`config.mk`:
```
export PLATFORM = sky130hd
export DESIGN_NAME = ecpa_front
export DESIGN_NICKNAME = d
export VERILOG_FILES = /design/src/rtl/core/ecpa_pkg.sv /design/src/rtl/core/ecpa_front.sv
export SDC_FILE = /design/constraint.sdc
export NUM_CORES = 1
export LEC_CHECK = 0
export BUFFER_PORTS_ARGS = -buffer_cell sky130_fd_sc_hd__buf_2
export CAP_MARGIN = 20
export CORE_AREA = 2 2 248 250
export DETAILED_ROUTE_END_ITERATION = 6
export DIE_AREA = 0 0 250 252
export PLACE_DENSITY = 0.53
export SYNTH_ARGS = -nofsm -noshare
export SYNTH_HDL_FRONTEND = slang
export SYNTH_SLANG_ARGS = --single-unit
```
`constraint.sdc`:
```
create_clock -name clk_i -period 25.8 [get_ports clk_i]
set_input_delay 5.16 -clock clk_i [delete_from_list [all_inputs] [get_ports clk_i]]
set_output_delay 5.16 -clock clk_i [all_outputs]
set_load 0.1 [all_outputs]
```
`src/rtl/core/ecpa_pkg.sv`:
```
// Shared types, field arithmetic and the sequencer program for the binary curve point adder.
// No dependencies; used by every module of the block by scoped names.
package ecpa_pkg;

  localparam int FieldW = 79;
  localparam int LoW = 64;
  localparam int HiW = 15;
  localparam int PolyMid = 9;
  localparam logic [FieldW-1:0] FieldPoly = 79'h201;
  localparam int QDepth = 2;
  localparam int PcW = 6;
  localparam int RegAw = 4;

  typedef logic [FieldW-1:0] fe_t;

  typedef enum logic [2:0] {
    UopAdd,
    UopMul,
    UopSqrn,
    UopCmp,
    UopJmp,
    UopEnd,
    UopOut
  } uop_e;

  typedef struct packed {
    uop_e             op;
    logic [RegAw-1:0] dst;
    logic [RegAw-1:0] sa;
    logic [RegAw-1:0] sb;
    logic [PcW-1:0]   arg;
  } uop_t;

  typedef struct packed {
    fe_t  x0;
    fe_t  y0;
    logic inf0;
    fe_t  x1;
    fe_t  y1;
    logic inf1;
    logic x_eq;
    logic y_eq;
    logic x1_zero;
  } item_t;

  typedef struct packed {
    logic       start;
    logic       sqr;
    logic [5:0] cnt;
  } falu_req_t;

  // register file map
  localparam logic [RegAw-1:0] RegX0 = 4'd0;
  localparam logic [RegAw-1:0] RegY0 = 4'd1;
  localparam logic [RegAw-1:0] RegX1 = 4'd2;
  localparam logic [RegAw-1:0] RegY1 = 4'd3;
  localparam logic [RegAw-1:0] RegA  = 4'd4;
  localparam logic [RegAw-1:0] RegB  = 4'd5;
  localparam logic [RegAw-1:0] RegT0 = 4'd6;
  localparam logic [RegAw-1:0] RegT1 = 4'd7;
  localparam logic [RegAw-1:0] RegT2 = 4'd8;
  localparam logic [RegAw-1:0] RegT3 = 4'd9;
  localparam logic [RegAw-1:0] RegD  = 4'd10;
  localparam logic [RegAw-1:0] RegN  = 4'd11;
  localparam logic [RegAw-1:0] RegE  = 4'd12;
  localparam logic [RegAw-1:0] RegS  = 4'd13;
  localparam logic [RegAw-1:0] RegW  = 4'd14;
  localparam logic [RegAw-1:0] RegP  = 4'd15;

  localparam logic [PcW-1:0] PcCheck   = 6'd0;
  localparam logic [PcW-1:0] PcGeneral = 6'd19;
  localparam logic [PcW-1:0] PcCommon  = 6'd23;
  localparam logic [PcW-1:0] PcDouble  = 6'd53;

  // multiply by x and reduce
  function automatic fe_t fe_mulx(fe_t p);
    fe_t r;
    r = {p[FieldW-2:0], 1'b0};
    if (p[FieldW-1]) r = r ^ FieldPoly;
    return r;
  endfunction

  function automatic fe_t fe_sqr(fe_t p);
    logic [2*FieldW-2:0] t;
    t = '0;
    for (int i = 0; i < FieldW; i++) t[2*i] = p[i];
    for (int i = 2*FieldW-2; i >= FieldW; i--) begin
      t[i-FieldW]         = t[i-FieldW] ^ t[i];
      t[i-FieldW+PolyMid] = t[i-FieldW+PolyMid] ^ t[i];
    end
    return t[FieldW-1:0];
  endfunction

  function automatic uop_t mk(uop_e op, logic [RegAw-1:0] dst, logic [RegAw-1:0] sa,
                              logic [RegAw-1:0] sb, logic [PcW-1:0] arg);
    uop_t u;
    u.op = op;
    u.dst = dst;
    u.sa = sa;
    u.sb = sb;
    u.arg = arg;
    return u;
  endfunction

  // Sequencer program: curve checks, general and doubling set-up, shared inversion tail.
  function automatic uop_t uop_rom(logic [PcW-1:0] pc);
    uop_t u;
    unique case (pc)
      6'd0:  u = mk(UopSqrn, RegT0, RegY0, RegY0, 6'd1);
      6'd1:  u = mk(UopMul,  RegT1, RegX0, RegY0, 6'd0);
      6'd2:  u = mk(UopAdd,  RegT0, RegT0, RegT1, 6'd0);
      6'd3:  u = mk(UopSqrn, RegT1, RegX0, RegX0, 6'd1);
      6'd4:  u = mk(UopMul,  RegT2, RegT1, RegX0, 6'd0);
      6'd5:  u = mk(UopMul,  RegT3, RegT1, RegA,  6'd0);
      6'd6:  u = mk(UopAdd,  RegT2, RegT2, RegT3, 6'd0);
      6'd7:  u = mk(UopAdd,  RegT2, RegT2, RegB,  6'd0);
      6'd8:  u = mk(UopCmp,  RegT0, RegT0, RegT2, 6'd0);
      6'd9:  u = mk(UopSqrn, RegT0, RegY1, RegY1, 6'd1);
      6'd10: u = mk(UopMul,  RegT1, RegX1, RegY1, 6'd0);
      6'd11: u = mk(UopAdd,  RegT0, RegT0, RegT1, 6'd0);
      6'd12: u = mk(UopSqrn, RegT1, RegX1, RegX1, 6'd1);
      6'd13: u = mk(UopMul,  RegT2, RegT1, RegX1, 6'd0);
      6'd14: u = mk(UopMul,  RegT3, RegT1, RegA,  6'd0);
      6'd15: u = mk(UopAdd,  RegT2, RegT2, RegT3, 6'd0);
      6'd16: u = mk(UopAdd,  RegT2, RegT2, RegB,  6'd0);
      6'd17: u = mk(UopCmp,  RegT0, RegT0, RegT2, 6'd1);
      6'd18: u = mk(UopEnd,  RegT0, RegT0, RegT0, 6'd0);
      // distinct x: lambda = (y0+y1)/(x0+x1), rx picks up x0+x1
      6'd19: u = mk(UopAdd,  RegD,  RegX0, RegX1, 6'd0);
      6'd20: u = mk(UopAdd,  RegN,  RegY0, RegY1, 6'd0);
      6'd21: u = mk(UopAdd,  RegE,  RegX0, RegX0, 6'd0);
      6'd22: u = mk(UopAdd,  RegS,  RegD,  RegE,  6'd0);
      // Itoh-Tsujii inversion of D into P
      6'd23: u = mk(UopSqrn, RegW,  RegD,  RegD,  6'd1);
      6'd24: u = mk(UopMul,  RegT0, RegD,  RegW,  6'd0);
      6'd25: u = mk(UopSqrn, RegW,  RegT0, RegT0, 6'd2);
      6'd26: u = mk(UopMul,  RegT1, RegT0, RegW,  6'd0);
      6'd27: u = mk(UopSqrn, RegW,  RegT1, RegT1, 6'd4);
      6'd28: u = mk(UopMul,  RegT2, RegT1, RegW,  6'd0);
      6'd29: u = mk(UopSqrn, RegW,  RegT2, RegT2, 6'd8);
      6'd30: u = mk(UopMul,  RegT3, RegT2, RegW,  6'd0);
      6'd31: u = mk(UopSqrn, RegW,  RegT3, RegT3, 6'd16);
      6'd32: u = mk(UopMul,  RegP,  RegT3, RegW,  6'd0);
      6'd33: u = mk(UopSqrn, RegW,  RegP,  RegP,  6'd32);
      6'd34: u = mk(UopMul,  RegP,  RegP,  RegW,  6'd0);
      6'd35: u = mk(UopSqrn, RegW,  RegP,  RegP,  6'd8);
      6'd36: u = mk(UopMul,  RegP,  RegT2, RegW,  6'd0);
      6'd37: u = mk(UopSqrn, RegW,  RegP,  RegP,  6'd4);
      6'd38: u = mk(UopMul,  RegP,  RegT1, RegW,  6'd0);
      6'd39: u = mk(UopSqrn, RegW,  RegP,  RegP,  6'd2);
      6'd40: u = mk(UopMul,  RegP,  RegT0, RegW,  6'd0);
      6'd41: u = mk(UopSqrn, RegP,  RegP,  RegP,  6'd1);
      // lambda, rx, ry
      6'd42: u = mk(UopMul,  RegT0, RegN,  RegP,  6'd0);
      6'd43: u = mk(UopAdd,  RegT0, RegT0, RegE,  6'd0);
      6'd44: u = mk(UopSqrn, RegW,  RegT0, RegT0, 6'd1);
      6'd45: u = mk(UopAdd,  RegT1, RegA,  RegW,  6'd0);
      6'd46: u = mk(UopAdd,  RegT1, RegT1, RegT0, 6'd0);
      6'd47: u = mk(UopAdd,  RegT1, RegT1, RegS,  6'd0);
      6'd48: u = mk(UopAdd,  RegW,  RegX1, RegT1, 6'd0);
      6'd49: u = mk(UopMul,  RegW,  RegW,  RegT0, 6'd0);
      6'd50: u = mk(UopAdd,  RegW,  RegW,  RegT1, 6'd0);
      6'd51: u = mk(UopAdd,  RegW,  RegW,  RegY1, 6'd0);
      6'd52: u = mk(UopOut,  RegT1, RegT1, RegW,  6'd0);
      // doubling: lambda = x1 + y1/x1
      6'd53: u = mk(UopAdd,  RegE,  RegX0, RegX0, 6'd0);
      6'd54: u = mk(UopAdd,  RegS,  RegX0, RegX0, 6'd0);
      6'd55: u = mk(UopAdd,  RegD,  RegX1, RegE,  6'd0);
      6'd56: u = mk(UopAdd,  RegN,  RegY1, RegE,  6'd0);
      6'd57: u = mk(UopAdd,  RegE,  RegX1, RegS,  6'd0);
      6'd58: u = mk(UopJmp,  RegT0, RegT0, RegT0, PcCommon);
      default: u = mk(UopEnd, RegT0, RegT0, RegT0, 6'd0);
    endcase
    return u;
  endfunction

endpackage

```
`src/rtl/core/ecpa_front.sv`:
```
// Input stage: registers one point pair and classifies it (equal x, equal y, zero x).
// Depends on ecpa_pkg.
module ecpa_front (
  input  logic               clk_i,
  input  logic               rst_ni,
  input  logic               push,
  output logic               full,
  input  ecpa_pkg::fe_t      x0_i,
  input  ecpa_pkg::fe_t      y0_i,
  input  logic               inf0_i,
  input  ecpa_pkg::fe_t      x1_i,
  input  ecpa_pkg::fe_t      y1_i,
  input  logic               inf1_i,
  output logic               q_push_o,
  output ecpa_pkg::item_t    q_item_o,
  input  logic               q_full_i
);

  logic            valid_q, valid_d;
  ecpa_pkg::item_t item_q;
  logic            accept;

  assign full     = valid_q && q_full_i;
  assign accept   = push && !full;
  assign q_push_o = valid_q && !q_full_i;
  assign q_item_o = item_q;

  always_comb begin
    valid_d = valid_q;
    if (accept) valid_d = 1'b1;
    else if (q_push_o) valid_d = 1'b0;
  end

  always_ff @(posedge clk_i or negedge rst_ni) begin
    if (!rst_ni) valid_q <= 1'b0;
    else valid_q <= valid_d;
  end

  always_ff @(posedge clk_i) begin
    if (accept) begin
      item_q.x0      <= x0_i;
      item_q.y0      <= y0_i;
      item_q.inf0    <= inf0_i;
      item_q.x1      <= x1_i;
      item_q.y1      <= y1_i;
      item_q.inf1    <= inf1_i;
      item_q.x_eq    <= (x0_i == x1_i);
      item_q.y_eq    <= (y0_i == y1_i);
      item_q.x1_zero <= (x1_i == '0);
    end
  end

endmodule

```
==> flow_summary_export.csv <==
group,metric,value,unit
setup_path,r2r_cells,4,
setup_path,cp.depth,3,
timing,final-hold-violation-count,0,
setup_path,critPathKind,"primary input to primary output",
setup_path,critPathMaxStageDelay,0.45,ns
timing,timing.fmax,90.5,MHz
grt,grt_pass1_vias,8554,
synthesis,synthesis.nets,885,
status,status,"finished, final reports clean",
pwr,power_density,84.1,mW/mm2
final_layout,drive_gt1_frac,0.545,
setup_path,worst_path_most_repeated_cell,"buf_2",
synthesis,synth_seq_area_share,0.835,
clock_network,clock_path_buffers,3,
clock_network,hold_buffers,0,
placement,place_hpwl,38200,um
clock_network,cts_resized,0,
clock_network,h-tree-depth,2,
die,start_util,0.192,
placement,place_congestion,0.823,
setup_path,critPathBufInv,2,
synthesis,ys_warn_count,0,
hold_path,holdPathStages,2,
synthesis,synthTopCellsByArea,"edfxtp_1, xor2_1, xnor2_1",
setup_path,cp_data_required_time,20.64,ns
setup_path,crit_chain,"buf_2 -> and2_1 -> buf_2",
setup_path,crit_fanout,3,
pwr,ir_drop,55.6,uV
grt,grt_pass1_wl,62200,um
pwr,pwr-share-seq,0.434,
synthesis,syn_avg_cell_area,20.6,um2
grt,overflow,0,
clock_network,cts_tree,"yes",
die,die-area,0.0630,mm2
final_layout,layout_commonest_cell,"buf_2",
setup_path,critPathCaptureType,"primary output",
grt,antenna_found_initial,19,
drt,vias_per_cell,3.92,
drt,drtPass1Iterations,5,
die,io_pins,645,
die,chipHeight,252,um
timing,skew,0.0184,ns
final_layout,final_cell_mix,"buf_2, edfxtp_1, xor2_1, nor4_1, xnor2_1",
drt,routed_wl,46200,um
clock_network,post_cts_buffers,0,
setup_path,worstSetupStartpointType,"primary input",
final_layout,fill_cells,6304,
pwr,p_int,0.000948,W
timing,post-route-period-util,0.429,
clock_network,insertion_delay,0.54,ns
timing,setup-violations-final,0,
setup_path,crit_family,"buffers and inverters",
placement,placed_cell_area,0.0158,mm2
timing,rsz0062_at_grt,"no",
drt,wire_per_inst,22.4,um
die,num_rows,90,
pwr,power_switching,0.000475,W
clock_network,cts_buffers,36,
die,coreArea,0.0601,mm2
pwr,p_sw_frac,0.334,
synthesis,synth_cell_types,13,
grt,track_usage,0.141,
pwr,combPwrFrac,0.219,
final_layout,fin_area,0.0169,mm2
synthesis,syn_area,0.0116,mm2
die,die_w,250,um
synthesis,synth_top_area_cell,"edfxtp_1",
hold_path,hold_path.class,"flip-flop to flip-flop",
timing,fin_setup_tns,0,ns
timing,layout_min_cycle_time,11.06,ns
timing,slew_violations,0,
synthesis,synth.top_cell.area_share,0.833,
grt,grt_max_degree,168,
drt,route.detailed.drc,0,
setup_path,critical_path_arrival,5.90,ns
final_layout,layout.nets,1570,
clock_network,cts-root-buf,"clkbuf_16",
pwr,pwr-share-clk,0.346,
pwr,p_leak,6.79,nW
drt,first_iter_violations,410,
drt,vias,8063,
synthesis,synth-seq-cells,322,
drt,ant_nets,0,
clock_network,clk_pin_slew,0.05,ns
final_layout,area_delta_synth_final,46.3,%
timing,worst_slew_pin_slew,1.22,ns
run,drv_cap,0,
setup_path,cp_slowest_cell,"buf_2",
timing,relSlewSlack,0.186,
clock_network,clkSinkCount,322,
placement,io_buffers,644,
synthesis,synth_cells,563,
## registers in the layout (all words and copies together), names as in the netlist
name / cells
q_item_o: 321
valid_q: 1
## cell usage after synthesis (all sizes together)
master,number
xor2,118
nand4,23
edfxtp,321
dfrtp,1
xnor2,40
nor3,1
and2,1
nor2,1
nor2b,2
or4,1
nor4,53
or2,1
## cell type report
cell class	instances	area [um2]	area share
flip-flops and latches	322	9660	0.571
multi-input cells	241	1910	0.113
diodes	5	12.5	0.000739
repair buffers	647	3260	0.192
clock buffers	49	992	0.0586
clock inverters	12	113	0.00665
well taps	782	978	0.0578
## metrics by stage
step           worst slack, ns  power (W)  instances   util  hold slack, ns
2_1_floorplan             4.97   0.000872        563      -            1.31
3_3_place_gp             14.75   0.000943       1992  0.263           0.663
3_5_place_dp             14.75   0.000944       1992  0.263           0.673
4_1_cts                  14.75    0.00144       2053  0.281           0.697
5_1_grt                  14.71    0.00147       2058  0.282           0.741
6_report                 14.74    0.00142       2058  0.282           0.695
## cell families (layout without fill, tap and decap cells)
family | after synthesis | in the layout | synth area share
xor gates and xnor gates | 158 | 158 | 0.120
buffers and inverters | 0 | 708 | 0
DFF | 322 | 322 | 0.835
other | 0 | 5 | 0
and+or+nand+nor | 83 | 83 | 0.0452
## power by group through the flow
stage	clock network, W	registers [W]	logic [W]
6_report	0.000493	0.000618	0.000312
5_1_grt	0.000527	0.000621	0.000322
4_1_cts	0.000510	0.000619	0.000315
3_5_place_dp	0	0.000629	0.000315
3_3_place_gp	0	0.000629	0.000314
2_1_floorplan	0	0.000841	0.0000304
## final timing paths
kind                                startpoint                      end  slack [ns]
setup / recovery                      q_full_i                     full       14.74
hold / removal             valid_q$_DFFE_PN0P_      valid_q$_DFFE_PN0P_        0.69
setup reg to reg           valid_q$_DFFE_PN0P_  q_item_o[255]$_DFFE_PP_       22.71
hold reg to reg            valid_q$_DFFE_PN0P_      valid_q$_DFFE_PN0P_        0.69
max in group asynchronous               rst_ni      valid_q$_DFFE_PN0P_       21.32
min in group asynchronous               rst_ni      valid_q$_DFFE_PN0P_        4.40
## routing by layer
| metal | vias to the layer above | part of all wire | track usage |
|---|---|---|---|
| met5 | - | 0.00065 | 0 |
| met4 | 4 | 0.041 | 0.0657 |
| met3 | 86 | 0.095 | 0.0525 |
| met2 | 514 | 0.50 | 0.248 |
| met1 | 3870 | 0.36 | 0.149 |
| li1 | 3589 | - | - |
## worst register-to-register path, delay by kind of cell, from the launching register on
| family | cells | cell delay [ns] |
|---|---|---|
| flops | 1 | 0.37 |
| buf+inv | 2 | 1.72 |
| simple gates | 2 | 0.54 |
Note: power is estimated with default switching activity, not from simulation.
