File: config.mk
export PLATFORM = sky130hd
export DESIGN_NAME = ecpa_fifo
export DESIGN_NICKNAME = d
export VERILOG_FILES = /design/src/rtl/core/ecpa_pkg.sv /design/src/rtl/core/ecpa_fifo.sv
export SDC_FILE = /design/constraint.sdc
export NUM_CORES = 1
export LEC_CHECK = 0
export ABC_AREA = 1
export CAP_MARGIN = 0
export CORE_AREA = 5 5 251 253
export DETAILED_ROUTE_END_ITERATION = 8
export DIE_AREA = 0 0 256 258
export DONT_BUFFER_PORTS = 1
export HOLD_SLACK_MARGIN = 0.1
export PLACE_DENSITY = 0.57
export SYNTH_ARGS = -nofsm -noshare
export SYNTH_HDL_FRONTEND = slang
export SYNTH_SLANG_ARGS = --single-unit
File: constraint.sdc
create_clock -name clk_i -period 14.1 [get_ports clk_i]
set_input_delay 2.82 -clock clk_i [delete_from_list [all_inputs] [get_ports clk_i]]
set_output_delay 2.82 -clock clk_i [all_outputs]
set_load 0.02 [all_outputs]
File: src/rtl/core/ecpa_pkg.sv
// Shared types, field arithmetic and the sequencer program for the binary curve point adder.
// No dependencies; used by every module of the block by scoped names.
package ecpa_pkg;

  localparam int FieldW = 79;
  localparam int LoW = 64;
  localparam int HiW = 15;
  localparam int PolyMid = 9;
  localparam logic [FieldW-1:0] FieldPoly = 79'h201;
  localparam int QDepth = 2;
  localparam int PcW = 6;
  localparam int RegAw = 4;

  typedef logic [FieldW-1:0] fe_t;

  typedef enum logic [2:0] {
    UopAdd,
    UopMul,
    UopSqrn,
    UopCmp,
    UopJmp,
    UopEnd,
    UopOut
  } uop_e;

  typedef struct packed {
    uop_e             op;
    logic [RegAw-1:0] dst;
    logic [RegAw-1:0] sa;
    logic [RegAw-1:0] sb;
    logic [PcW-1:0]   arg;
  } uop_t;

  typedef struct packed {
    fe_t  x0;
    fe_t  y0;
    logic inf0;
    fe_t  x1;
    fe_t  y1;
    logic inf1;
    logic x_eq;
    logic y_eq;
    logic x1_zero;
  } item_t;

  typedef struct packed {
    logic       start;
    logic       sqr;
    logic [5:0] cnt;
  } falu_req_t;

  // register file map
  localparam logic [RegAw-1:0] RegX0 = 4'd0;
  localparam logic [RegAw-1:0] RegY0 = 4'd1;
  localparam logic [RegAw-1:0] RegX1 = 4'd2;
  localparam logic [RegAw-1:0] RegY1 = 4'd3;
  localparam logic [RegAw-1:0] RegA  = 4'd4;
  localparam logic [RegAw-1:0] RegB  = 4'd5;
  localparam logic [RegAw-1:0] RegT0 = 4'd6;
  localparam logic [RegAw-1:0] RegT1 = 4'd7;
  localparam logic [RegAw-1:0] RegT2 = 4'd8;
  localparam logic [RegAw-1:0] RegT3 = 4'd9;
  localparam logic [RegAw-1:0] RegD  = 4'd10;
  localparam logic [RegAw-1:0] RegN  = 4'd11;
  localparam logic [RegAw-1:0] RegE  = 4'd12;
  localparam logic [RegAw-1:0] RegS  = 4'd13;
  localparam logic [RegAw-1:0] RegW  = 4'd14;
  localparam logic [RegAw-1:0] RegP  = 4'd15;

  localparam logic [PcW-1:0] PcCheck   = 6'd0;
  localparam logic [PcW-1:0] PcGeneral = 6'd19;
  localparam logic [PcW-1:0] PcCommon  = 6'd23;
  localparam logic [PcW-1:0] PcDouble  = 6'd53;

  // multiply by x and reduce
  function automatic fe_t fe_mulx(fe_t p);
    fe_t r;
    r = {p[FieldW-2:0], 1'b0};
    if (p[FieldW-1]) r = r ^ FieldPoly;
    return r;
  endfunction

  function automatic fe_t fe_sqr(fe_t p);
    logic [2*FieldW-2:0] t;
    t = '0;
    for (int i = 0; i < FieldW; i++) t[2*i] = p[i];
    for (int i = 2*FieldW-2; i >= FieldW; i--) begin
      t[i-FieldW]         = t[i-FieldW] ^ t[i];
      t[i-FieldW+PolyMid] = t[i-FieldW+PolyMid] ^ t[i];
    end
    return t[FieldW-1:0];
  endfunction

  function automatic uop_t mk(uop_e op, logic [RegAw-1:0] dst, logic [RegAw-1:0] sa,
                              logic [RegAw-1:0] sb, logic [PcW-1:0] arg);
    uop_t u;
    u.op = op;
    u.dst = dst;
    u.sa = sa;
    u.sb = sb;
    u.arg = arg;
    return u;
  endfunction

  // Sequencer program: curve checks, general and doubling set-up, shared inversion tail.
  function automatic uop_t uop_rom(logic [PcW-1:0] pc);
    uop_t u;
    unique case (pc)
      6'd0:  u = mk(UopSqrn, RegT0, RegY0, RegY0, 6'd1);
      6'd1:  u = mk(UopMul,  RegT1, RegX0, RegY0, 6'd0);
      6'd2:  u = mk(UopAdd,  RegT0, RegT0, RegT1, 6'd0);
      6'd3:  u = mk(UopSqrn, RegT1, RegX0, RegX0, 6'd1);
      6'd4:  u = mk(UopMul,  RegT2, RegT1, RegX0, 6'd0);
      6'd5:  u = mk(UopMul,  RegT3, RegT1, RegA,  6'd0);
      6'd6:  u = mk(UopAdd,  RegT2, RegT2, RegT3, 6'd0);
      6'd7:  u = mk(UopAdd,  RegT2, RegT2, RegB,  6'd0);
      6'd8:  u = mk(UopCmp,  RegT0, RegT0, RegT2, 6'd0);
      6'd9:  u = mk(UopSqrn, RegT0, RegY1, RegY1, 6'd1);
      6'd10: u = mk(UopMul,  RegT1, RegX1, RegY1, 6'd0);
      6'd11: u = mk(UopAdd,  RegT0, RegT0, RegT1, 6'd0);
      6'd12: u = mk(UopSqrn, RegT1, RegX1, RegX1, 6'd1);
      6'd13: u = mk(UopMul,  RegT2, RegT1, RegX1, 6'd0);
      6'd14: u = mk(UopMul,  RegT3, RegT1, RegA,  6'd0);
      6'd15: u = mk(UopAdd,  RegT2, RegT2, RegT3, 6'd0);
      6'd16: u = mk(UopAdd,  RegT2, RegT2, RegB,  6'd0);
      6'd17: u = mk(UopCmp,  RegT0, RegT0, RegT2, 6'd1);
      6'd18: u = mk(UopEnd,  RegT0, RegT0, RegT0, 6'd0);
      // distinct x: lambda = (y0+y1)/(x0+x1), rx picks up x0+x1
      6'd19: u = mk(UopAdd,  RegD,  RegX0, RegX1, 6'd0);
      6'd20: u = mk(UopAdd,  RegN,  RegY0, RegY1, 6'd0);
      6'd21: u = mk(UopAdd,  RegE,  RegX0, RegX0, 6'd0);
      6'd22: u = mk(UopAdd,  RegS,  RegD,  RegE,  6'd0);
      // Itoh-Tsujii inversion of D into P
      6'd23: u = mk(UopSqrn, RegW,  RegD,  RegD,  6'd1);
      6'd24: u = mk(UopMul,  RegT0, RegD,  RegW,  6'd0);
      6'd25: u = mk(UopSqrn, RegW,  RegT0, RegT0, 6'd2);
      6'd26: u = mk(UopMul,  RegT1, RegT0, RegW,  6'd0);
      6'd27: u = mk(UopSqrn, RegW,  RegT1, RegT1, 6'd4);
      6'd28: u = mk(UopMul,  RegT2, RegT1, RegW,  6'd0);
      6'd29: u = mk(UopSqrn, RegW,  RegT2, RegT2, 6'd8);
      6'd30: u = mk(UopMul,  RegT3, RegT2, RegW,  6'd0);
      6'd31: u = mk(UopSqrn, RegW,  RegT3, RegT3, 6'd16);
      6'd32: u = mk(UopMul,  RegP,  RegT3, RegW,  6'd0);
      6'd33: u = mk(UopSqrn, RegW,  RegP,  RegP,  6'd32);
      6'd34: u = mk(UopMul,  RegP,  RegP,  RegW,  6'd0);
      6'd35: u = mk(UopSqrn, RegW,  RegP,  RegP,  6'd8);
      6'd36: u = mk(UopMul,  RegP,  RegT2, RegW,  6'd0);
      6'd37: u = mk(UopSqrn, RegW,  RegP,  RegP,  6'd4);
      6'd38: u = mk(UopMul,  RegP,  RegT1, RegW,  6'd0);
      6'd39: u = mk(UopSqrn, RegW,  RegP,  RegP,  6'd2);
      6'd40: u = mk(UopMul,  RegP,  RegT0, RegW,  6'd0);
      6'd41: u = mk(UopSqrn, RegP,  RegP,  RegP,  6'd1);
      // lambda, rx, ry
      6'd42: u = mk(UopMul,  RegT0, RegN,  RegP,  6'd0);
      6'd43: u = mk(UopAdd,  RegT0, RegT0, RegE,  6'd0);
      6'd44: u = mk(UopSqrn, RegW,  RegT0, RegT0, 6'd1);
      6'd45: u = mk(UopAdd,  RegT1, RegA,  RegW,  6'd0);
      6'd46: u = mk(UopAdd,  RegT1, RegT1, RegT0, 6'd0);
      6'd47: u = mk(UopAdd,  RegT1, RegT1, RegS,  6'd0);
      6'd48: u = mk(UopAdd,  RegW,  RegX1, RegT1, 6'd0);
      6'd49: u = mk(UopMul,  RegW,  RegW,  RegT0, 6'd0);
      6'd50: u = mk(UopAdd,  RegW,  RegW,  RegT1, 6'd0);
      6'd51: u = mk(UopAdd,  RegW,  RegW,  RegY1, 6'd0);
      6'd52: u = mk(UopOut,  RegT1, RegT1, RegW,  6'd0);
      // doubling: lambda = x1 + y1/x1
      6'd53: u = mk(UopAdd,  RegE,  RegX0, RegX0, 6'd0);
      6'd54: u = mk(UopAdd,  RegS,  RegX0, RegX0, 6'd0);
      6'd55: u = mk(UopAdd,  RegD,  RegX1, RegE,  6'd0);
      6'd56: u = mk(UopAdd,  RegN,  RegY1, RegE,  6'd0);
      6'd57: u = mk(UopAdd,  RegE,  RegX1, RegS,  6'd0);
      6'd58: u = mk(UopJmp,  RegT0, RegT0, RegT0, PcCommon);
      default: u = mk(UopEnd, RegT0, RegT0, RegT0, 6'd0);
    endcase
    return u;
  endfunction

endpackage

File: src/rtl/core/ecpa_fifo.sv
// Short queue of classified items between the front and back parts.
// Depends on ecpa_pkg.
module ecpa_fifo (
  input  logic            clk_i,
  input  logic            rst_ni,
  input  logic            push_i,
  input  ecpa_pkg::item_t data_i,
  output logic            full_o,
  input  logic            pop_i,
  output ecpa_pkg::item_t data_o,
  output logic            empty_o
);

  localparam int PtrW = (ecpa_pkg::QDepth > 1) ? $clog2(ecpa_pkg::QDepth) : 1;
  localparam int CntW = $clog2(ecpa_pkg::QDepth + 1);

  ecpa_pkg::item_t mem_q [ecpa_pkg::QDepth];
  logic [PtrW-1:0] wr_q, rd_q;
  logic [CntW-1:0] cnt_q;
  logic            do_push, do_pop;

  assign full_o  = (cnt_q == CntW'(ecpa_pkg::QDepth));
  assign empty_o = (cnt_q == '0);
  assign do_push = push_i && !full_o;
  assign do_pop  = pop_i && !empty_o;
  assign data_o  = mem_q[rd_q];

  function automatic logic [PtrW-1:0] nxt(logic [PtrW-1:0] p);
    return (p == PtrW'(ecpa_pkg::QDepth - 1)) ? '0 : PtrW'(p + 1'b1);
  endfunction

  always_ff @(posedge clk_i or negedge rst_ni) begin
    if (!rst_ni) begin
      wr_q  <= '0;
      rd_q  <= '0;
      cnt_q <= '0;
    end else begin
      if (do_push) wr_q <= nxt(wr_q);
      if (do_pop) rd_q <= nxt(rd_q);
      if (do_push && !do_pop) cnt_q <= CntW'(cnt_q + 1'b1);
      else if (do_pop && !do_push) cnt_q <= CntW'(cnt_q - 1'b1);
    end
  end

  always_ff @(posedge clk_i) begin
    if (do_push) mem_q[wr_q] <= data_i;
  end

endmodule

==> impl_metrics.csv, run 1 <==
group,metric,value,unit
status,status,"complete, no violations",
worst_setup_path,crit_top_cell,"nand2_1",
route,vias,12271,
power_and_ir_drop,switching_power,2440,uW
worst_setup_path,critPathBufInv,2,
cts,cts_max_level,3,
finish,fin_nets,2044,
worst_setup_path,cp_max_fo,153,
synthesis,ys_warn_count,0,
place,port_buffers,0,
cts,cts.sink_count,646,
worst_setup_path,worst-setup-path-type,"flop to output pin",
route,drt-total-wl,56300,um
route,drt_iter0_markers,757,
worst_setup_path,worstPathRequired,11.28,ns
place,gp_congestion,0.805,
floorplan,die_w,256,um
power_and_ir_drop,power_frac_comb,29.7,%
floorplan,dieArea,0.0660,sq mm
grt,grt_busiest_layer,"met2",
run,cap_violations,0,
power_and_ir_drop,leakagePower,0.0100,uW
grt,grt_util_met1,16.3,%
route,wl_per_cell,22.0,um
place,hpwl,37200,um
place,dp_cells,2439,
min_path,min_path_cells,2,
worst_setup_path,rr_worst_depth,7,
timing,rsz0062_at_grt,"no",
power_and_ir_drop,p_seq_share,43.8,%
worst_setup_path,crit_family,"buffers and inverters",
cts,root_buffer,"clkbuf_16",
synthesis,synth.distinct_cells,16,
grt,grt_pass1_vias,12081,
cts,cts_buffers,67,
timing,max_slew.worst_pin.slew,1.07,ns
timing,fmax,156,MHz
synthesis,yosys_register_bits,646,
finish,fillers,5421,
timing,hold_viol,0,
timing,finalCriticalPeriod,6.43,ns
finish,syn_to_final_growth,11.3,%
worst_setup_path,cp-end-kind,"output pin",
power_and_ir_drop,p_int,3840,uW
power_and_ir_drop,clock_power_share,26.5,%
floorplan,ioPinCount,648,
finish,multi_input_area,0.00372,sq mm
grt,grt_util_all_layers,16.2,%
cts,cts_resized,0,
worst_setup_path,slowest_stage,"buf_4",
grt,grt_pass1_wl,80500,um
timing,relSlewSlack,29.0,%
power_and_ir_drop,peakVddDrop,0.161,mV
timing,min_period_over_period,45.6,%
grt,grt_remaining_overflow,0,
worst_setup_path,slowest_delay,0.83,ns
cts,post-cts-setup-buffer-count,0,
cts,clk_pin_slew,0.06,ns
route,viasPerCell,4.80,
synthesis,avgSynthCellArea,13.8,sq um
synthesis,synth_nets,2034,
floorplan,die_y,258,um
worst_setup_path,critPathLaunchType,"flop",
cts,clk_latency,0.59,ns
worst_setup_path,crit_cells,4,
cts,hold_buffers,0,
power_and_ir_drop,powerDensity,239,mW/mm^2
route,first_pass_iters,4,
finish,n_antenna_cell,0,
synthesis,syn_area,0.0236,sq mm
finish,register_area,0.0194,sq mm
floorplan,rows,91,
grt,use_met3,9.54,%
grt,antenna_found_initial,2,
grt,grt_use_met2,27.5,%
timing,fin_skew,0.0185,ns
timing,setup_viol,0,
route,drcViolationCount,0,
worst_setup_path,worstPathArrival,3.61,ns
finish,layout-drive-gt1-share,5.95,%
synthesis,syn_inst,1708,
grt,grt_max_degree,183,
min_path,hp-class,"flop to flop",
worst_setup_path,cp_cell_sequence,"inv_8, buf_4, nand2_1, nand2_1",
synthesis,ys_seq_area_share,82.0,%
power_and_ir_drop,p_sw_share,38.8,%
finish,final_cells,2554,
cts,cts_tree,"done",
timing,final.setup.tns,0,ns
cts,cts_buffer_depth,3,
floorplan,start_util,38.9,%
timing,final_max_slew_viol_count,0,
floorplan,coreArea,0.0608,sq mm
route,ant_nets,0,
-- per-layer routing --
layer | vias to the layer above | routed length (um)
li1 | 5796 | -
met5 | - | 34
met1 | 5871 | 18500
met4 | 4 | 1890
met3 | 108 | 7150
met2 | 492 | 28700
-- placed cells by master, fill, tap and decap left out --
cell type	Yosys	final
nand2_1	972	972
edfxtp_1	642	642
clkbuf_16	0	70
clkbuf_1	3	14
clkinv_1	0	12
buf_4	14	11
clkinv_2	0	8
inv_1	7	6
nor2_1	4	3
clkinv_8	0	3
bufinv_16	0	3
dfrtp_1	4	3
inv_8	0	2
o21ai_0	2	2
inv_6	0	2
clkinvlp_4	0	2
nor2_4	0	1
xnor2_1	1	1
nand3b_1	1	1
nand3_1	1	1
nand4_1	1	1
ha_1	1	1
clkinv_4	0	1
buf_12	0	1
dfrtp_4	0	1
-- kinds of logic after synthesis --
| kind of cell | count (synthesis) | synth area share, % |
|---|---|---|
| XOR/XNOR | 1 | 0.0371 |
| buffers and inverters | 79 | 2.33 |
| AO/OA/AOI/OAI | 2 | 0.0423 |
| AND/OR/NAND/NOR | 979 | 15.6 |
| flip-flops | 646 | 82.0 |
| adder cells (fa/ha/maj) | 1 | 0.0529 |
-- state kept, by name (all words and copies together), names as in the netlist --
| register | flops |
|---|---|
| mem_q | 642 |
| rd_q | 1 |
| wr_q | 1 |
| cnt_q | 2 |
-- Yosys cell counts --
master,count,area share [%]
nand3_1,1,0.021
nand4_1,1,0.026
edfxtp_1,642,82
clkbuf_1,3,0.048
inv_1,7,0.11
buf_2,33,0.70
buf_4,14,0.44
ha_1,1,0.053
inv_4,1,0.026
nor2_1,4,0.063
dfrtp_1,4,0.42
nand2_1,972,15
buf_6,21,1.0
xnor2_1,1,0.037
nand3b_1,1,0.032
o21ai_0,2,0.042
-- final timing paths --
| path | start | endpoint | slack (ns) |
|---|---|---|---|
| setup / recovery | rd_q | data_o[77] | 7.67 |
| hold / removal | wr_q | wr_q | 0.50 |
| setup reg to reg | cnt_q[1] | mem_q[0][134] | 10.16 |
| hold reg to reg | wr_q | wr_q | 0.50 |
| max in group asynchronous | rst_ni | rd_q | 12.09 |
| min in group asynchronous | rst_ni | rd_q | 1.94 |
-- per-stage QoR --
stage               cell area (sq um)  worst slack, ns  util (%)  total power [uW]  hold WS [ns]
floorplan                       23600             2.31         -              4420         0.449
global placement                24200             7.92      39.9              4690         0.504
detailed placement              24200             7.92      39.9              4710         0.481
CTS                             26300             7.48      43.3              6390         0.500
global route                    26300             7.32      43.3              6610         0.532
finish                          26300             7.67      43.3              6280         0.497
-- power groups by stage --
stage	clock network [uW]	logic, uW	registers [uW]
final	1660	1870	2750
after global routing	1810	2020	2780
after CTS	1720	1920	2750
after detailed placement	0	1920	2790
after global placement	0	1900	2780
after floorplan	0	1550	2870
-- area by class of cell --
| class | count | share of cell area, % |
|---|---|---|
| clock buffers | 84 | 6.86 |
| clock inverters | 31 | 1.01 |
| inverters | 8 | 0.171 |
| multi-input cells | 983 | 14.1 |
| flip-flops and latches | 646 | 73.7 |
| well taps | 790 | 3.76 |
| repair buffers | 12 | 0.390 |
-- tightest hold or removal path: stages (launching register included) --
cell and delay, ns:
dfrtp_1 0.35, nand2_1 0.06, nand2_1 0.06
Power figures use the tool's default switching activity.
==> inputs of run 2 (changes only) <==
- ABC_AREA: 1 -> 0
- clock period: 14.1 -> 5.5 ns (I/O delays scaled with it)
==> impl_metrics.csv, run 2 <==
group,metric,value,unit
finish,largest_reg_flops,642,
timing,min_period_over_period,65.9,%
route,viasPerCell,4.99,
synthesis,syn_inst,1018,
timing,relSlewSlack,42.2,%
worst_setup_path,worstPathArrival,2.52,ns
floorplan,dieArea,0.0660,sq mm
timing,finalCriticalPeriod,3.62,ns
worst_setup_path,crit_cells,2,
synthesis,avgSynthCellArea,23.2,sq um
synthesis,synth_edf_count,642,
worst_setup_path,cp-end-kind,"output pin",
floorplan,rows,91,
timing,final_max_slew_viol_count,0,
synthesis,yosys_register_bits,646,
floorplan,ioPinCount,648,
route,drcViolationCount,0,
power_and_ir_drop,peakVddDrop,0.461,mV
timing,final.setup.tns,0,ns
grt,grt_max_degree,122,
synthesis,synth.distinct_cells,16,
cts,cts.sink_count,646,
route,drt_iter0_markers,641,
timing,fmax,276,MHz
finish,largestRegisters,"mem_q (642), cnt_q (2)",
synthesis,synth_nets,1344,
min_path,hp-class,"primary input to asynchronous set/reset pin",
synthesis,synth_area_leaders,"edfxtp_1 (82%), mux2_2 (13%), mux2_4 (2.5%)",
synthesis,ys.flop_type,"edfxtp_1",
floorplan,die_w,256,um
status,status,"complete, no violations",
worst_setup_path,r2r_start,"cnt_q[0]",
cts,cts_buffers,68,
cts,cts_max_level,3,
worst_setup_path,slowest_delay,0.70,ns
cts,clk_pin_slew,0.07,ns
grt,grt_pass1_vias,10293,
worst_setup_path,cp-startpoint,"rd_q",
worst_setup_path,rrSetupSlack,3.05,ns
grt,grt_util_all_layers,15.3,%
route,first_pass_iters,6,
worst_setup_path,cp_max_fo,121,
finish,finish.utilization,43.7,%
finish,regMostFlops,"mem_q",
power_and_ir_drop,powerDensity,600,mW/mm^2
timing,max_slew.worst_pin.slew,0.867,ns
grt,grt_remaining_overflow,0,
synthesis,syn_area,0.0236,sq mm
power_and_ir_drop,leakagePower,0.00861,uW
grt,grt_pass1_wl,74100,um
synthesis,synth_largest_area_cell,"edfxtp_1",
worst_setup_path,rr_worst_depth,3,
place,hpwl,37300,um
worst_setup_path,crit_family,"flip-flops",
route,ant_nets,0,
synthesis,ys_warn_count,0,
timing,hold_viol,0,
finish,fillers,5226,
timing,setup_viol,0,
finish,fin_nets,1388,
timing,holdWs,0.207,ns
cts,cts_buffer_depth,3,
worst_setup_path,worstPathRequired,4.40,ns
synthesis,ys_seq_area_share,82.1,%
worst_setup_path,slowest_stage,"dfrtp_4",
worst_setup_path,rr_endpoint,"mem_q[1][109]",
synthesis,synthTopCellsByCount,"edfxtp_1 (642), mux2_2 (273), mux2_4 (40)",
route,drt-total-wl,53400,um
cts,clk_latency,0.58,ns
finish,final_common_cell,"edfxtp_1",
cts,cts_resized,0,
place,gp_congestion,0.831,
place,port_buffers,0,
worst_setup_path,worst-setup-path-type,"flop to output pin",
cts,hold_buffers,0,
cts,post-cts-setup-buffer-count,0,
route,wl_per_cell,28.0,um
cts,cts_tree,"done",
synthesis,yosysTopAreaCellShare,81.6,%
worst_setup_path,crit_end,"data_o[109]",
worst_setup_path,cp_cell_sequence,"buf_12, mux2_2",
finish,multi_input_area,0.00388,sq mm
finish,register_area,0.0194,sq mm
finish,layout-drive-gt1-share,37.5,%
floorplan,start_util,38.8,%
worst_setup_path,critPathBufInv,1,
timing,rsz0062_at_grt,"no",
finish,final_cell_mix,"edfxtp_1 (642), mux2_2 (273), clkbuf_16 (69)",
route,vias,9495,
floorplan,coreArea,0.0608,sq mm
run,cap_violations,0,
synthesis,yosysMostFrequentCell,"edfxtp_1",
worst_setup_path,critPathLaunchType,"flop",
floorplan,die_y,258,um
grt,antenna_found_initial,4,
synthesis,synthArstFlopShare,0.619,%
cts,root_buffer,"clkbuf_16",
timing,fin_skew,0.0196,ns
finish,syn_to_final_growth,12.5,%
run 2: changes by cell type after synthesis, sizes merged, moves of 2 or more:
cell and change:
buf -32, xnor2 +2, mux2 +321, inv -6, clkbuf -3, xor2 +2
nand2 -971
run 2: layout make-up:
type	count	share of cell area, %
diodes	4	0.0377
clock buffers	84	6.71
clock inverters	34	1.19
inverters	2	0.0283
multi-input cells	334	14.6
flip-flops and latches	646	73.0
well taps	790	3.72
repair buffers	10	0.707
run 2: how the worst min path moves through the flow:
stage	endpoint	cells past startpoint	from	slack, ns
finish	wr_q	0	rst_ni	0.21
global route	wr_q	0	rst_ni	0.16
floorplan	cnt_q[1]	1	cnt_q[1]	0.48
global placement	cnt_q[1]	1	cnt_q[1]	0.50
detailed placement	cnt_q[1]	1	cnt_q[1]	0.51
CTS	wr_q	0	rst_ni	0.14
run 2: cells by family after synthesis:
group	count (synthesis)	share of synthesized area, %
DFF	646	82.1
AOI/OAI and AO/OA	1	0.0212
buffers and inverters	38	1.62
adders and majority gates	1	0.0530
muxes	321	15.9
and+or+nand+nor	6	0.117
xor gates and xnor gates	5	0.185
run 2: per-stage QoR:
step	power, uW	cell area, sq um	instances	setup slack (ns)
2_1_floorplan	11100	23600	1018	-0.806
4_1_cts	16200	26500	1900	1.87
3_3_place_gp	11800	24400	1782	2.52
3_5_place_dp	11800	24400	1782	2.52
5_1_grt	16600	26600	1904	1.83
6_report	15900	26600	1904	1.88
run 2: power breakdown:
group	internal [uW]	total, uW	leakage [uW]	switching, uW
Sequential	6730	7030	0.00601	294
Combinational	1400	4600	0.00157	3210
Clock	2470	4310	0.00102	1840
run 2: per-layer routing:
| metal | up-vias | part of all wire [%] | global-route usage [%] |
|---|---|---|---|
| met5 | - | 0.024 | 0 |
| met3 | 97 | 10 | 7.66 |
| li1 | 4168 | - | - |
| met2 | 390 | 54 | 27.6 |
| met4 | 2 | 3.3 | 6.55 |
| met1 | 4838 | 32 | 14.8 |
==> inputs of run 3 (changes only) <==
- clock period: 5.5 -> 3.1 ns (I/O delays scaled with it)
==> impl_metrics.csv, run 3 (synthesis gave the netlist of run 2 again) <==
group,metric,value,unit
floorplan,start_util,38.8,%
cts,root_buffer,"clkbuf_16",
power_and_ir_drop,peakVddDrop,0.596,mV
route,wl_per_cell,24.7,um
worst_setup_path,r2r_start,"cnt_q[0]",
power_and_ir_drop,finalPower,29400,uW
timing,relSlewSlack,52.8,%
cts,clk_latency,0.60,ns
route,viasPerCell,4.92,
floorplan,rows,91,
worst_setup_path,critPathLaunchType,"flop",
cts,cts_resized,0,
timing,max_slew.worst_pin.slew,0.708,ns
grt,grt_remaining_overflow,0,
timing,final_max_slew_viol_count,0,
grt,grt_pass1_wl,79800,um
power_and_ir_drop,powerDensity,974,mW/mm^2
timing,hold_viol,0,
worst_setup_path,crit_end,"data_o[193]",
grt,grt_max_degree,79,
finish,finish.utilization,49.6,%
worst_setup_path,worstPathArrival,2.29,ns
cts,cts_buffer_depth,3,
floorplan,coreArea,0.0608,sq mm
timing,fmax,343,MHz
timing,min_period_over_period,93.9,%
cts,cts_max_level,3,
grt,grt_util_all_layers,16.0,%
place,gp_congestion,0.832,
route,drcViolationCount,0,
finish,largest_reg_flops,642,
cts,cts_buffers,67,
timing,fin_skew,0.0255,ns
power_and_ir_drop,leakagePower,0.0102,uW
cts,post-cts-setup-buffer-count,0,
min_path,hp-class,"primary input to flop",
worst_setup_path,rrSetupSlack,1.00,ns
finish,final_cells,2252,
grt,grt_pass1_vias,12009,
timing,final.setup.tns,0,ns
cts,clk_pin_slew,0.06,ns
finish,regMostFlops,"mem_q",
place,place_area,0.0247,sq mm
route,first_pass_iters,4,
worst_setup_path,cp_max_fo,57,
worst_setup_path,rr_endpoint,"mem_q[1][270]",
route,vias,11073,
place,dp_cells,1807,
floorplan,dieArea,0.0660,sq mm
route,drt-total-wl,55700,um
route,drt_iter0_markers,616,
min_path,hold_path.startpoint,"push_i",
finish,final_cell_mix,"edfxtp_1 (642), dlygate4sd3_1 (322), mux2_2 (273)",
route,ant_nets,0,
place,hpwl,38600,um
timing,finalCriticalPeriod,2.91,ns
run,cap_violations,0,
cts,cts_tree,"done",
finish,final_common_cell,"edfxtp_1",
grt,antenna_found_initial,6,
worst_setup_path,cp-end-kind,"output pin",
timing,rsz0062_at_grt,"no",
cts,cts.sink_count,646,
floorplan,ioPinCount,648,
worst_setup_path,worstPathRequired,2.48,ns
place,port_buffers,0,
worst_setup_path,worst-setup-path-type,"flop to output pin",
finish,largestRegisters,"mem_q (642), cnt_q (2)",
worst_setup_path,rr_worst_depth,3,
finish,layout-drive-gt1-share,30.9,%
finish,syn_to_final_growth,27.7,%
finish,fin_nets,1734,
finish,design_area,0.0302,sq mm
status,status,"complete, no violations",
worst_setup_path,cp-startpoint,"rd_q",
floorplan,die_w,256,um
floorplan,die_y,258,um
timing,setup_viol,0,
[run 3: cell types whose count changed in the layout (fill, tap and decap cells not counted), sizes merged]
cell         before  now
bufinv            3    7
buf              10   35
dlygate4sd3       0  322
clkinv           27   28
clkbuf           84   76
clkinvlp          0    2
inv               6    7
diode             4    5
[run 3: per-layer routing]
layer | wire [um] | part of all wire (%) | vias to the layer above | GRT usage (%)
li1 | - | - | 4872 | -
met1 | 19800 | 36 | 5675 | 17.2
met2 | 29800 | 54 | 414 | 28.9
met3 | 4030 | 7.2 | 110 | 5.44
met4 | 2050 | 3.7 | 2 | 7.11
met5 | 20 | 0.036 | - | 0
[run 3: power breakdown]
group / internal, uW / switching [uW] / total, uW
Sequential: 11900 / 543 / 12500
Clock: 4650 / 3270 / 7920
Combinational: 2990 / 5980 / 8970
[run 3: worst max-delay path: stages, from the launching register on]
cell and delay, ns:
dfrtp_4 0.81, buf_12 0.36, mux2_2 0.47
[run 3: worst min path at each step]
stage	slack [ns]	to	cells past startpoint
after floorplan	0.32	cnt_q[0]	0
after global placement	0.32	wr_q	0
after detailed placement	0.32	wr_q	0
after CTS	0.12	wr_q	2
after global routing	0.15	wr_q	2
final	0.18	wr_q	2
[run 3: final cells by class]
class	instances	area, sq um
flip-flops and latches	646	19400
inverters	2	7.51
multi-input cells	334	3890
diodes	5	12.5
clock inverters	42	465
clock buffers	76	1730
well taps	790	988
fillers	4919	30600
repair buffers	357	3670
[run 3: stage by stage]
step,setup slack (ns),hold WS (ns)
floorplan,-2.72,0.324
global placement,0.761,0.325
detailed placement,0.734,0.325
CTS,0.0747,0.122
global route,0.0707,0.150
finish,0.188,0.180
[run 3: timing repair]
item	CTS	global route
endpoints found under the setup margin	0	0
hold buffers	322	0
hold endpoints to repair	646	0
